## src/rtl/pdm_pkg.sv

```systemverilog
// Shared types, codes and modular helpers for the polynomial divider mod n.
// Used by the channel interfaces, controller, datapath and arithmetic units.
`default_nettype none

package pdm_pkg;

  // Payload widths
  localparam int COEFF_W = 32;
  localparam int IDX_W   = 8;
  localparam int LEN_W   = 9;
  localparam int OP_W    = 2;
  localparam int ST_W    = 2;

  // Request opcodes
  localparam logic [OP_W-1:0] OP_LOAD_DIV = 2'd0;
  localparam logic [OP_W-1:0] OP_LOAD_DVD = 2'd1;
  localparam logic [OP_W-1:0] OP_READ     = 2'd2;

  // Result status codes
  localparam logic [ST_W-1:0] ST_OK    = 2'd0;
  localparam logic [ST_W-1:0] ST_EMPTY = 2'd1;
  localparam logic [ST_W-1:0] ST_NOINV = 2'd2;
  localparam logic [ST_W-1:0] ST_RANGE = 2'd3;

  // Datapath commands issued by the controller
  typedef logic [4:0] cmd_t;
  localparam cmd_t CMD_NONE         = 5'd0;
  localparam cmd_t CMD_CAPTURE      = 5'd1;
  localparam cmd_t CMD_XRED_START   = 5'd2;
  localparam cmd_t CMD_XRED_TAKE    = 5'd3;
  localparam cmd_t CMD_STORE        = 5'd4;
  localparam cmd_t CMD_RESP         = 5'd5;
  localparam cmd_t CMD_READ_TAKE    = 5'd6;
  localparam cmd_t CMD_DV_BEGIN     = 5'd7;
  localparam cmd_t CMD_LEAD_TAKE    = 5'd8;
  localparam cmd_t CMD_INV_INIT     = 5'd9;
  localparam cmd_t CMD_EU_DIV_START = 5'd10;
  localparam cmd_t CMD_EU_DIV_TAKE  = 5'd11;
  localparam cmd_t CMD_EU_MUL_START = 5'd12;
  localparam cmd_t CMD_EU_MUL_TAKE  = 5'd13;
  localparam cmd_t CMD_EU_END       = 5'd14;
  localparam cmd_t CMD_DV_SETUP     = 5'd15;
  localparam cmd_t CMD_K_TAKE       = 5'd16;
  localparam cmd_t CMD_Q_ZERO       = 5'd17;
  localparam cmd_t CMD_Q_MUL_START  = 5'd18;
  localparam cmd_t CMD_Q_MUL_TAKE   = 5'd19;
  localparam cmd_t CMD_K_WRITE      = 5'd20;
  localparam cmd_t CMD_J_TAKE       = 5'd21;
  localparam cmd_t CMD_S_MUL_START  = 5'd22;
  localparam cmd_t CMD_J_UPD        = 5'd23;
  localparam cmd_t CMD_K_DEC        = 5'd24;
  localparam cmd_t CMD_DV_FIN       = 5'd25;

  // Datapath status seen by the controller
  typedef struct packed {
    logic [OP_W-1:0] op;
    logic            last;
    logic            x_ge_n;
    logic            x_zero;
    logic            dcount_zero;
    logic            r1_zero;
    logic            r0_one;
    logic            short_dvd;
    logic            j_run;
    logic            k_zero;
    logic            div_done;
    logic            mul_done;
    logic            out_free;
  } dp_status_t;

  // x + y mod n, both operands below n
  function automatic logic [COEFF_W-1:0] add_m(input logic [COEFF_W-1:0] x,
                                               input logic [COEFF_W-1:0] y,
                                               input logic [COEFF_W-1:0] n);
    logic [COEFF_W:0] s;
    s = {1'b0, x} + {1'b0, y};
    if (s >= {1'b0, n}) begin
      s = s - {1'b0, n};
    end
    return s[COEFF_W-1:0];
  endfunction

  // x - y mod n, both operands below n
  function automatic logic [COEFF_W-1:0] sub_m(input logic [COEFF_W-1:0] x,
                                               input logic [COEFF_W-1:0] y,
                                               input logic [COEFF_W-1:0] n);
    logic [COEFF_W-1:0] r;
    if (x >= y) begin
      r = x - y;
    end else begin
      r = x + (n - y);
    end
    return r;
  endfunction

endpackage

`default_nettype wire

```

## src/rtl/pdm_ctrl.sv

```systemverilog
// Sequencer for loads, reads and the division; drives datapath commands.
// Depends on pdm_pkg for command codes and the status struct.
`default_nettype none

module pdm_ctrl import pdm_pkg::*; (
  input  logic       clk,
  input  logic       rst,
  input  logic       in_valid,
  output logic       in_ready,
  input  dp_status_t st,
  output cmd_t       cmd
);

  localparam logic [4:0] S_IDLE         = 5'd0;
  localparam logic [4:0] S_DISPATCH     = 5'd1;
  localparam logic [4:0] S_RED_CHK      = 5'd2;
  localparam logic [4:0] S_RED_WAIT     = 5'd3;
  localparam logic [4:0] S_STORE        = 5'd4;
  localparam logic [4:0] S_RESP         = 5'd5;
  localparam logic [4:0] S_READ         = 5'd6;
  localparam logic [4:0] S_READ_TAKE    = 5'd7;
  localparam logic [4:0] S_DV_BEGIN     = 5'd8;
  localparam logic [4:0] S_DV_LEAD      = 5'd9;
  localparam logic [4:0] S_INV_INIT     = 5'd10;
  localparam logic [4:0] S_EU_CHK       = 5'd11;
  localparam logic [4:0] S_EU_DIV       = 5'd12;
  localparam logic [4:0] S_EU_MUL_START = 5'd13;
  localparam logic [4:0] S_EU_MUL       = 5'd14;
  localparam logic [4:0] S_EU_END       = 5'd15;
  localparam logic [4:0] S_DV_SETUP     = 5'd16;
  localparam logic [4:0] S_K_READ       = 5'd17;
  localparam logic [4:0] S_K_TAKE       = 5'd18;
  localparam logic [4:0] S_K_Q          = 5'd19;
  localparam logic [4:0] S_K_MUL        = 5'd20;
  localparam logic [4:0] S_K_WRITE      = 5'd21;
  localparam logic [4:0] S_J_CHK        = 5'd22;
  localparam logic [4:0] S_J_READ       = 5'd23;
  localparam logic [4:0] S_J_TAKE       = 5'd24;
  localparam logic [4:0] S_J_MUL        = 5'd25;
  localparam logic [4:0] S_J_MULW       = 5'd26;
  localparam logic [4:0] S_K_NEXT       = 5'd27;
  localparam logic [4:0] S_DV_FIN       = 5'd28;

  logic [4:0] state, state_next;
  logic [4:0] ret, ret_next;

  assign in_ready = (state == S_IDLE);

  // Hold state
  always_ff @(posedge clk) begin
    if (rst) begin
      state <= S_IDLE;
      ret   <= S_IDLE;
    end else begin
      state <= state_next;
      ret   <= ret_next;
    end
  end

  // Advance the sequence
  always_comb begin
    state_next = state;
    ret_next   = ret;
    cmd        = CMD_NONE;
    unique case (state)
      S_IDLE: begin
        if (in_valid) begin
          cmd        = CMD_CAPTURE;
          state_next = S_DISPATCH;
        end
      end
      S_DISPATCH: begin
        if (st.op == OP_LOAD_DIV || st.op == OP_LOAD_DVD) begin
          state_next = S_RED_CHK;
          ret_next   = S_STORE;
        end else if (st.op == OP_READ) begin
          state_next = S_READ;
        end else begin
          state_next = S_RESP;
        end
      end
      S_RED_CHK: begin
        if (st.x_ge_n) begin
          cmd        = CMD_XRED_START;
          state_next = S_RED_WAIT;
        end else begin
          state_next = ret;
        end
      end
      S_RED_WAIT: begin
        if (st.div_done) begin
          cmd        = CMD_XRED_TAKE;
          state_next = ret;
        end
      end
      S_STORE: begin
        cmd        = CMD_STORE;
        state_next = (st.op == OP_LOAD_DVD && st.last) ? S_DV_BEGIN : S_RESP;
      end
      S_RESP: begin
        if (st.out_free) begin
          cmd        = CMD_RESP;
          state_next = S_IDLE;
        end
      end
      S_READ: state_next = S_READ_TAKE;
      S_READ_TAKE: begin
        cmd        = CMD_READ_TAKE;
        state_next = S_RESP;
      end
      S_DV_BEGIN: begin
        cmd        = CMD_DV_BEGIN;
        state_next = st.dcount_zero ? S_RESP : S_DV_LEAD;
      end
      S_DV_LEAD: begin
        cmd        = CMD_LEAD_TAKE;
        state_next = S_RED_CHK;
        ret_next   = S_INV_INIT;
      end
      S_INV_INIT: begin
        cmd        = CMD_INV_INIT;
        state_next = S_EU_CHK;
      end
      S_EU_CHK: begin
        if (st.r1_zero) begin
          state_next = S_EU_END;
        end else begin
          cmd        = CMD_EU_DIV_START;
          state_next = S_EU_DIV;
        end
      end
      S_EU_DIV: begin
        if (st.div_done) begin
          cmd        = CMD_EU_DIV_TAKE;
          state_next = S_EU_MUL_START;
        end
      end
      S_EU_MUL_START: begin
        cmd        = CMD_EU_MUL_START;
        state_next = S_EU_MUL;
      end
      S_EU_MUL: begin
        if (st.mul_done) begin
          cmd        = CMD_EU_MUL_TAKE;
          state_next = S_EU_CHK;
        end
      end
      S_EU_END: begin
        cmd        = CMD_EU_END;
        state_next = (!st.r0_one || st.short_dvd) ? S_RESP : S_DV_SETUP;
      end
      S_DV_SETUP: begin
        cmd        = CMD_DV_SETUP;
        state_next = S_K_READ;
      end
      S_K_READ: state_next = S_K_TAKE;
      S_K_TAKE: begin
        cmd        = CMD_K_TAKE;
        state_next = S_RED_CHK;
        ret_next   = S_K_Q;
      end
      S_K_Q: begin
        if (st.x_zero) begin
          cmd        = CMD_Q_ZERO;
          state_next = S_K_WRITE;
        end else begin
          cmd        = CMD_Q_MUL_START;
          state_next = S_K_MUL;
        end
      end
      S_K_MUL: begin
        if (st.mul_done) begin
          cmd        = CMD_Q_MUL_TAKE;
          state_next = S_K_WRITE;
        end
      end
      S_K_WRITE: begin
        cmd        = CMD_K_WRITE;
        state_next = S_J_CHK;
      end
      S_J_CHK: state_next = st.j_run ? S_J_READ : S_K_NEXT;
      S_J_READ: state_next = S_J_TAKE;
      S_J_TAKE: begin
        cmd        = CMD_J_TAKE;
        state_next = S_RED_CHK;
        ret_next   = S_J_MUL;
      end
      S_J_MUL: begin
        cmd        = CMD_S_MUL_START;
        state_next = S_J_MULW;
      end
      S_J_MULW: begin
        if (st.mul_done) begin
          cmd        = CMD_J_UPD;
          state_next = S_J_CHK;
        end
      end
      S_K_NEXT: begin
        if (st.k_zero) begin
          state_next = S_DV_FIN;
        end else begin
          cmd        = CMD_K_DEC;
          state_next = S_K_READ;
        end
      end
      S_DV_FIN: begin
        cmd        = CMD_DV_FIN;
        state_next = S_RESP;
      end
      default: state_next = S_IDLE;
    endcase
  end

endmodule

`default_nettype wire

```

## config.mk

```make
export PLATFORM = sky130hd
export DESIGN_NAME = pdm_ctrl
export DESIGN_NICKNAME = d
export VERILOG_FILES = /design/src/rtl/pdm_pkg.sv /design/src/rtl/pdm_ctrl.sv
export SDC_FILE = /design/constraint.sdc
export NUM_CORES = 1
export LEC_CHECK = 0
export BUFFER_PORTS_ARGS = -buffer_cell sky130_fd_sc_hd__buf_2
export CAP_MARGIN = 10
export CORE_UTILIZATION = 29
export CTS_CLUSTER_DIAMETER = 80
export DETAILED_ROUTE_END_ITERATION = 8
export MAX_ROUTING_LAYER = met4
export SETUP_SLACK_MARGIN = 0.05
export SLEW_MARGIN = 20
export SYNTH_ARGS = -nofsm -noshare
export SYNTH_HDL_FRONTEND = slang
export SYNTH_SLANG_ARGS = --single-unit
```

## constraint.sdc

```tcl
create_clock -name clk -period 1.7 [get_ports clk]
set_input_delay 0.255 -clock clk [delete_from_list [all_inputs] [get_ports clk]]
set_output_delay 0.255 -clock clk [all_outputs]
set_load 0.02 [all_outputs]
```

# == Yosys cells after proc, flatten, opt, wreduce, memory -nomap -nowiden ==
# Cells that the tools add are included.
# totals
regBits,10
inputBits,17
out_inout_bits,6
elab_cells,83
# classes
eq_ne,38
muxes,32
n_reduce_logical,11
# op_table
op,count
5-bit case mux with 26 select lines,1
5-bit case mux with 24 select lines,1
5-bit == test (second input constant),13
5-bit two-way mux,13
5-bit by 4-bit == test with 1-bit output (second input constant),8
4-bit two-way mux,7
5-bit by 3-bit == test with 1-bit output (second input constant),4
5-bit case mux with 4 select lines,1
2-bit != test (second input constant),8
5-bit by 2-bit == test with 1-bit output (second input constant),2
2-bit two-way mux,5
7-bit AND reduction,1
3-bit two-way mux,2
5-bit by 1-bit == test with 1-bit output (second input constant),1
5-bit zero test,1
4-bit nonzero test,1
3-bit OR reduction,1
2-bit by 1-bit == test with 1-bit output (second input constant),1
2-bit == test (second input constant),1
2-bit zero test,1
1-bit logical OR,2
1-bit two-way mux,2
2-bit AND reduction,1
2-bit OR reduction,1
other kinds (2),2

# == Depth between registers and ports, before layout ==
# logic_depth
ltp_word,4
mapped_depth,8
ltp_nobuf,5

# == Worst setup path after synthesis ==
# OpenSTA, ideal clock, no wires.
# synth_path
path_kind,reg2out
start,register state[0]
end,output cmd[2]
arrival_time_ps,1635
required_time_ps,1445
setup_slack_ps,-190
path_stages_with_launch,8
path_buffers,3
cell_sequence,dfxtp_1 -> buf_2 -> clkbuf_1 -> buf_2 -> o21ai_0 -> a21oi_1 -> a21oi_1 -> o211ai_1
# synth_between
elab_chain_len,2
elab_cells_between_ends,25
classes_between,eq/ne (23); mux (1); reduce/logical (1)
# synth_rtl
item,line,source
from (decl),pdm_ctrl.sv:44,"logic [4:0] state, state_next;"
from (signal assigned),pdm_ctrl.sv:55,state <= state_next;
5-bit == test (tied with other cells),pdm_ctrl.sv:65,unique case (state)
5-bit case mux with 24 select lines (*),pdm_ctrl.sv:65,
to (decl),pdm_ctrl.sv:11,output cmd_t cmd
# Mark *: on every way between the ends. The rest lies on a longest branch, timed or not.

# == Final worst setup path ==
# layout_path
start,register state[3]
end,output cmd[1]
# The elaborated chain is that of the path after synthesis.

==> qor_table.md <==
| Metric | This run | Unit |
|:---|:---|:---|
| Number of max-cap violations | 0 | - |
| Drt drc | 0 | - |
| Final setup vio count | 11 | - |
| WP data arrival | 1.68 | ns |
| Number of nets with antenna violations after routing | 0 | - |
| Setup WS post-layout | -0.231 | ns |
| TritonCTS buffer count | 3 | - |
| Most common cell after layout, fill and taps aside | buf_4 | - |
| Layout fillers | 437 | - |
| Top flip-flop cell by instance count after synthesis | dfxtp_1 | - |
| Type of the tightest min-delay check | in -> reg | - |
| Count of yosys warnings during synthesis | 0 | - |
| Leakage dissipation | 0.00104 | uW |
| Highest Clock Rate | 518 | MHz |
| Minimum clock period after layout | 1.93 | ns |
| Flop and latch count out of synthesis | 9 | - |
| Placer Congestion | 1.00 | - |
| Placed wire-length estimate | 4630 | um |
| Diodes inserted | 0 | - |
| Dpl ws | -0.129 | ns |
| Number of nets in the finished design | 324 | - |
| Congestion Overflow GR | 0 | - |
| Hold violation total from the final report | 0 | - |
| Maximum resistive drop on vdd | 0.000674 | V |
| Clock transition at the register clock pins on the worst setup and hold paths after CTS | 0.06 | ns |
| Unique cell type count in the Yosys netlist | 58 | - |
| Tightest slew margin relative to the limit | 71.3 | % |
| Largest buffer count on any clock path | 2 | - |
| EDFF count, synth | 0 | - |
| Sequential cell area | 191 | um^2 |
| Number of sinks handled by clock tree synthesis | 9 | - |
| Violations in the final reports | negative setup slack | - |
| Max H-tree Level | 1 | - |
| Worst setup path category | reg -> out | - |
| Synth area leader | dfxtp_1 | - |
| Hold Worst Slack | 0.318 | ns |
| Number of hold buffers added after cts | 0 | - |
| Clock tree from TritonCTS | yes | - |
| Wire length per cell after detailed routing | 18.1 | um |
| Vias in the first global route | 1,979 | - |
| Type of element launching the critical path | flop | - |
| Rows | 25 | - |
| Worst Reg2Reg Path Length in Cells | 7 | - |
| Top Ports | 23 | - |
| Average via count per standard cell | 5.90 | - |
| First-pass GRT wire length | 10,200 | um |
| Data required time at the worst endpoint | 1.44 | ns |
| Async set-or-reset flop fraction in the synthesized netlist | 0 | % |
| Cell type of the slowest stage on the worst timing path | dfxtp_4 | - |
| Worst-Skew Late Latency | 0.25 | ns |
| Die Area | 5300 | um^2 |
| Sequential element share of the synthesized area | 12.4 | % |
| Quantity of I/O buffers inserted on ports | 22 | - |
| Overall track demand over capacity in global routing | 26.2 | % |
| Drt first pass iters | 5 | - |
| Via Count | 2,199 | - |
| Area occupied by multi-input gates | 1370 | um^2 |
| Starting density of the core | 30.4 | % |
| Most area-consuming cells after synthesis | dfxtp_1, a21oi_1, o21ai_0, nor2b_1, nor2_1 | - |
| Area of the placeable core | 4790 | um^2 |
| Violation count after the first detailed-routing iteration | 316 | - |
| Clock Root Buffer | clkbuf_8 | - |
| Die width | 72.8 | um |
| Post-Synthesis Cells | 222 | - |
| Slowest stage delay, CP | 0.42 | ns |
| Pin count of the biggest net entering global routing | 16 | - |
| Die Span Y | 72.8 | um |
| Crit path cell chain | buf_6 > nand2_2 > buf_4 > a21boi_0 > o2111ai_1 > o221ai_2 > buf_4 | - |
| Area growth from synthesis to layout | 75.0 | % |
| Depth of the worst hold-timing path | 2 | - |
| Worst Path Max Fanout | 8 | - |
| Share of cells above drive strength 1 | 51.6 | % |
| Status | finished, violations left | - |
| Post-synth design cell area | 1450 | um^2 |
| CP dominant cell by count | buf_4 | - |
| Syn avg cell area | 6.55 | um^2 |
| Period Utilization, post-route | 114 | % |
| Nature of the critical path endpoint | output pin | - |
| Number of slew-limit violations in the final report | 0 | - |
| Worst clock skew | 0.00390 | ns |
| Mapped Nets | 239 | - |
| Setup repair after global routing missed its margin | yes | - |
| Actual transition at the worst max-transition pin | 0.420 | ns |
| Routed WL | 6770 | um |
| PwrDens | 1470 | nW/um^2 |
| Area share of the largest cell type after synthesis | 12.4 | % |
| Number of antenna violations at the first check in global routing | 0 | - |
| Highest-count cells in the layout ignoring fill and taps | buf_4, a21oi_1, buf_2, nor2_1, buf_6 | - |
[sequential cells by signal, indices dropped and copies added (netlist names)]
name   cells
state      5
ret        4
[final cells by class]
cell class                 instances  share of cell area, %
clock inverter                     1                  0.197
sequential                         9                   7.52
multi-input combinational        183                   54.0
inverter                           7                   1.38
tap                               67                   3.29
clock buffer                       3                   1.62
timing repair buffer             103                   32.0
[stage by stage]
step                setup TNS, ns  std cells  total power, uW  instance area [um^2]  util, %
finish                      -1.86        373             3740                  2540     53.2
global route                -2.46        373             3930                  2540     53.2
CTS                         -1.47        367             3280                  2350     49.1
detailed placement         -0.651        352             2570                  2060     43.0
global placement           -0.567        352             2580                  2060     43.0
floorplan                       0        222             1650                  1520        -
[Yosys cell counts (all sizes together), types with 2 or more instances]
library cell  instances
a21oi                25
o21ai                21
nor2                 18
buf                  15
nand2                12
nor2b                12
nand2b               10
dfxtp                 9
clkbuf                8
nor3                  8
inv                   7
nand3                 7
a31oi                 5
a22oi                 4
or3                   4
nor3b                 3
o2111ai               3
o211ai                3
o31ai                 3
o32ai                 3
a2111oi               2
a32oi                 2
and2                  2
and3                  2
and3b                 2
nand3b                2
nor4                  2
nor4bb                2
o21a                  2
o2bb2ai               2
o32a                  2
o41ai                 2
xor2                  2
[critical path, delay by kind of cell (launching register included)]
kind	cells	cell delay, ns
AOI/OAI and AO/OA	3	0.47
buffers and inverters	3	0.46
DFF	1	0.42
and+or+nand+nor	1	0.07
[final timing paths]
| kind | start | to | slack, ns |
|---|---|---|---|
| worst max-delay path | state[3]$_SDFFE_PP0P_ | cmd[1] | -0.23 |
| worst min-delay path | rst | ret[2]$_SDFFE_PP0P_ | 0.32 |
| worst max register to register | state[2]$_SDFFE_PP0P_ | state[4]$_SDFFE_PP0P_ | -0.20 |
| worst min register to register | ret[1]$_SDFFE_PP0P_ | ret[1]$_SDFFE_PP0P_ | 0.48 |
[repair_timing]
action,in CTS,in global routing
buffers inserted,11,6
setup endpoints to repair,11,15
pin swaps,14,9
gates resized for setup,46,34
[per-layer routing]
metal	global-route usage, %	share of wire, %	up-vias
met2	40.5	47	148
met3	3.18	8.9	22
met4	8.93	2.4	0
met5	-	0	-
li1	-	-	1008
met1	35.4	41	1021
[power by group]
part | internal (uW) | switching [uW] | total, uW
Clock | 162 | 120 | 282
Sequential | 275 | 70.6 | 346
Combinational | 1550 | 1560 | 3110
[logic make-up after synthesis]
logic type / synth area share [%]
simple gates: 35.2
compound gates: 41.3
buf+inv: 9.90
flops: 12.4
xor+xnor: 1.21
No activity file was read; power rests on OpenSTA's default activity.
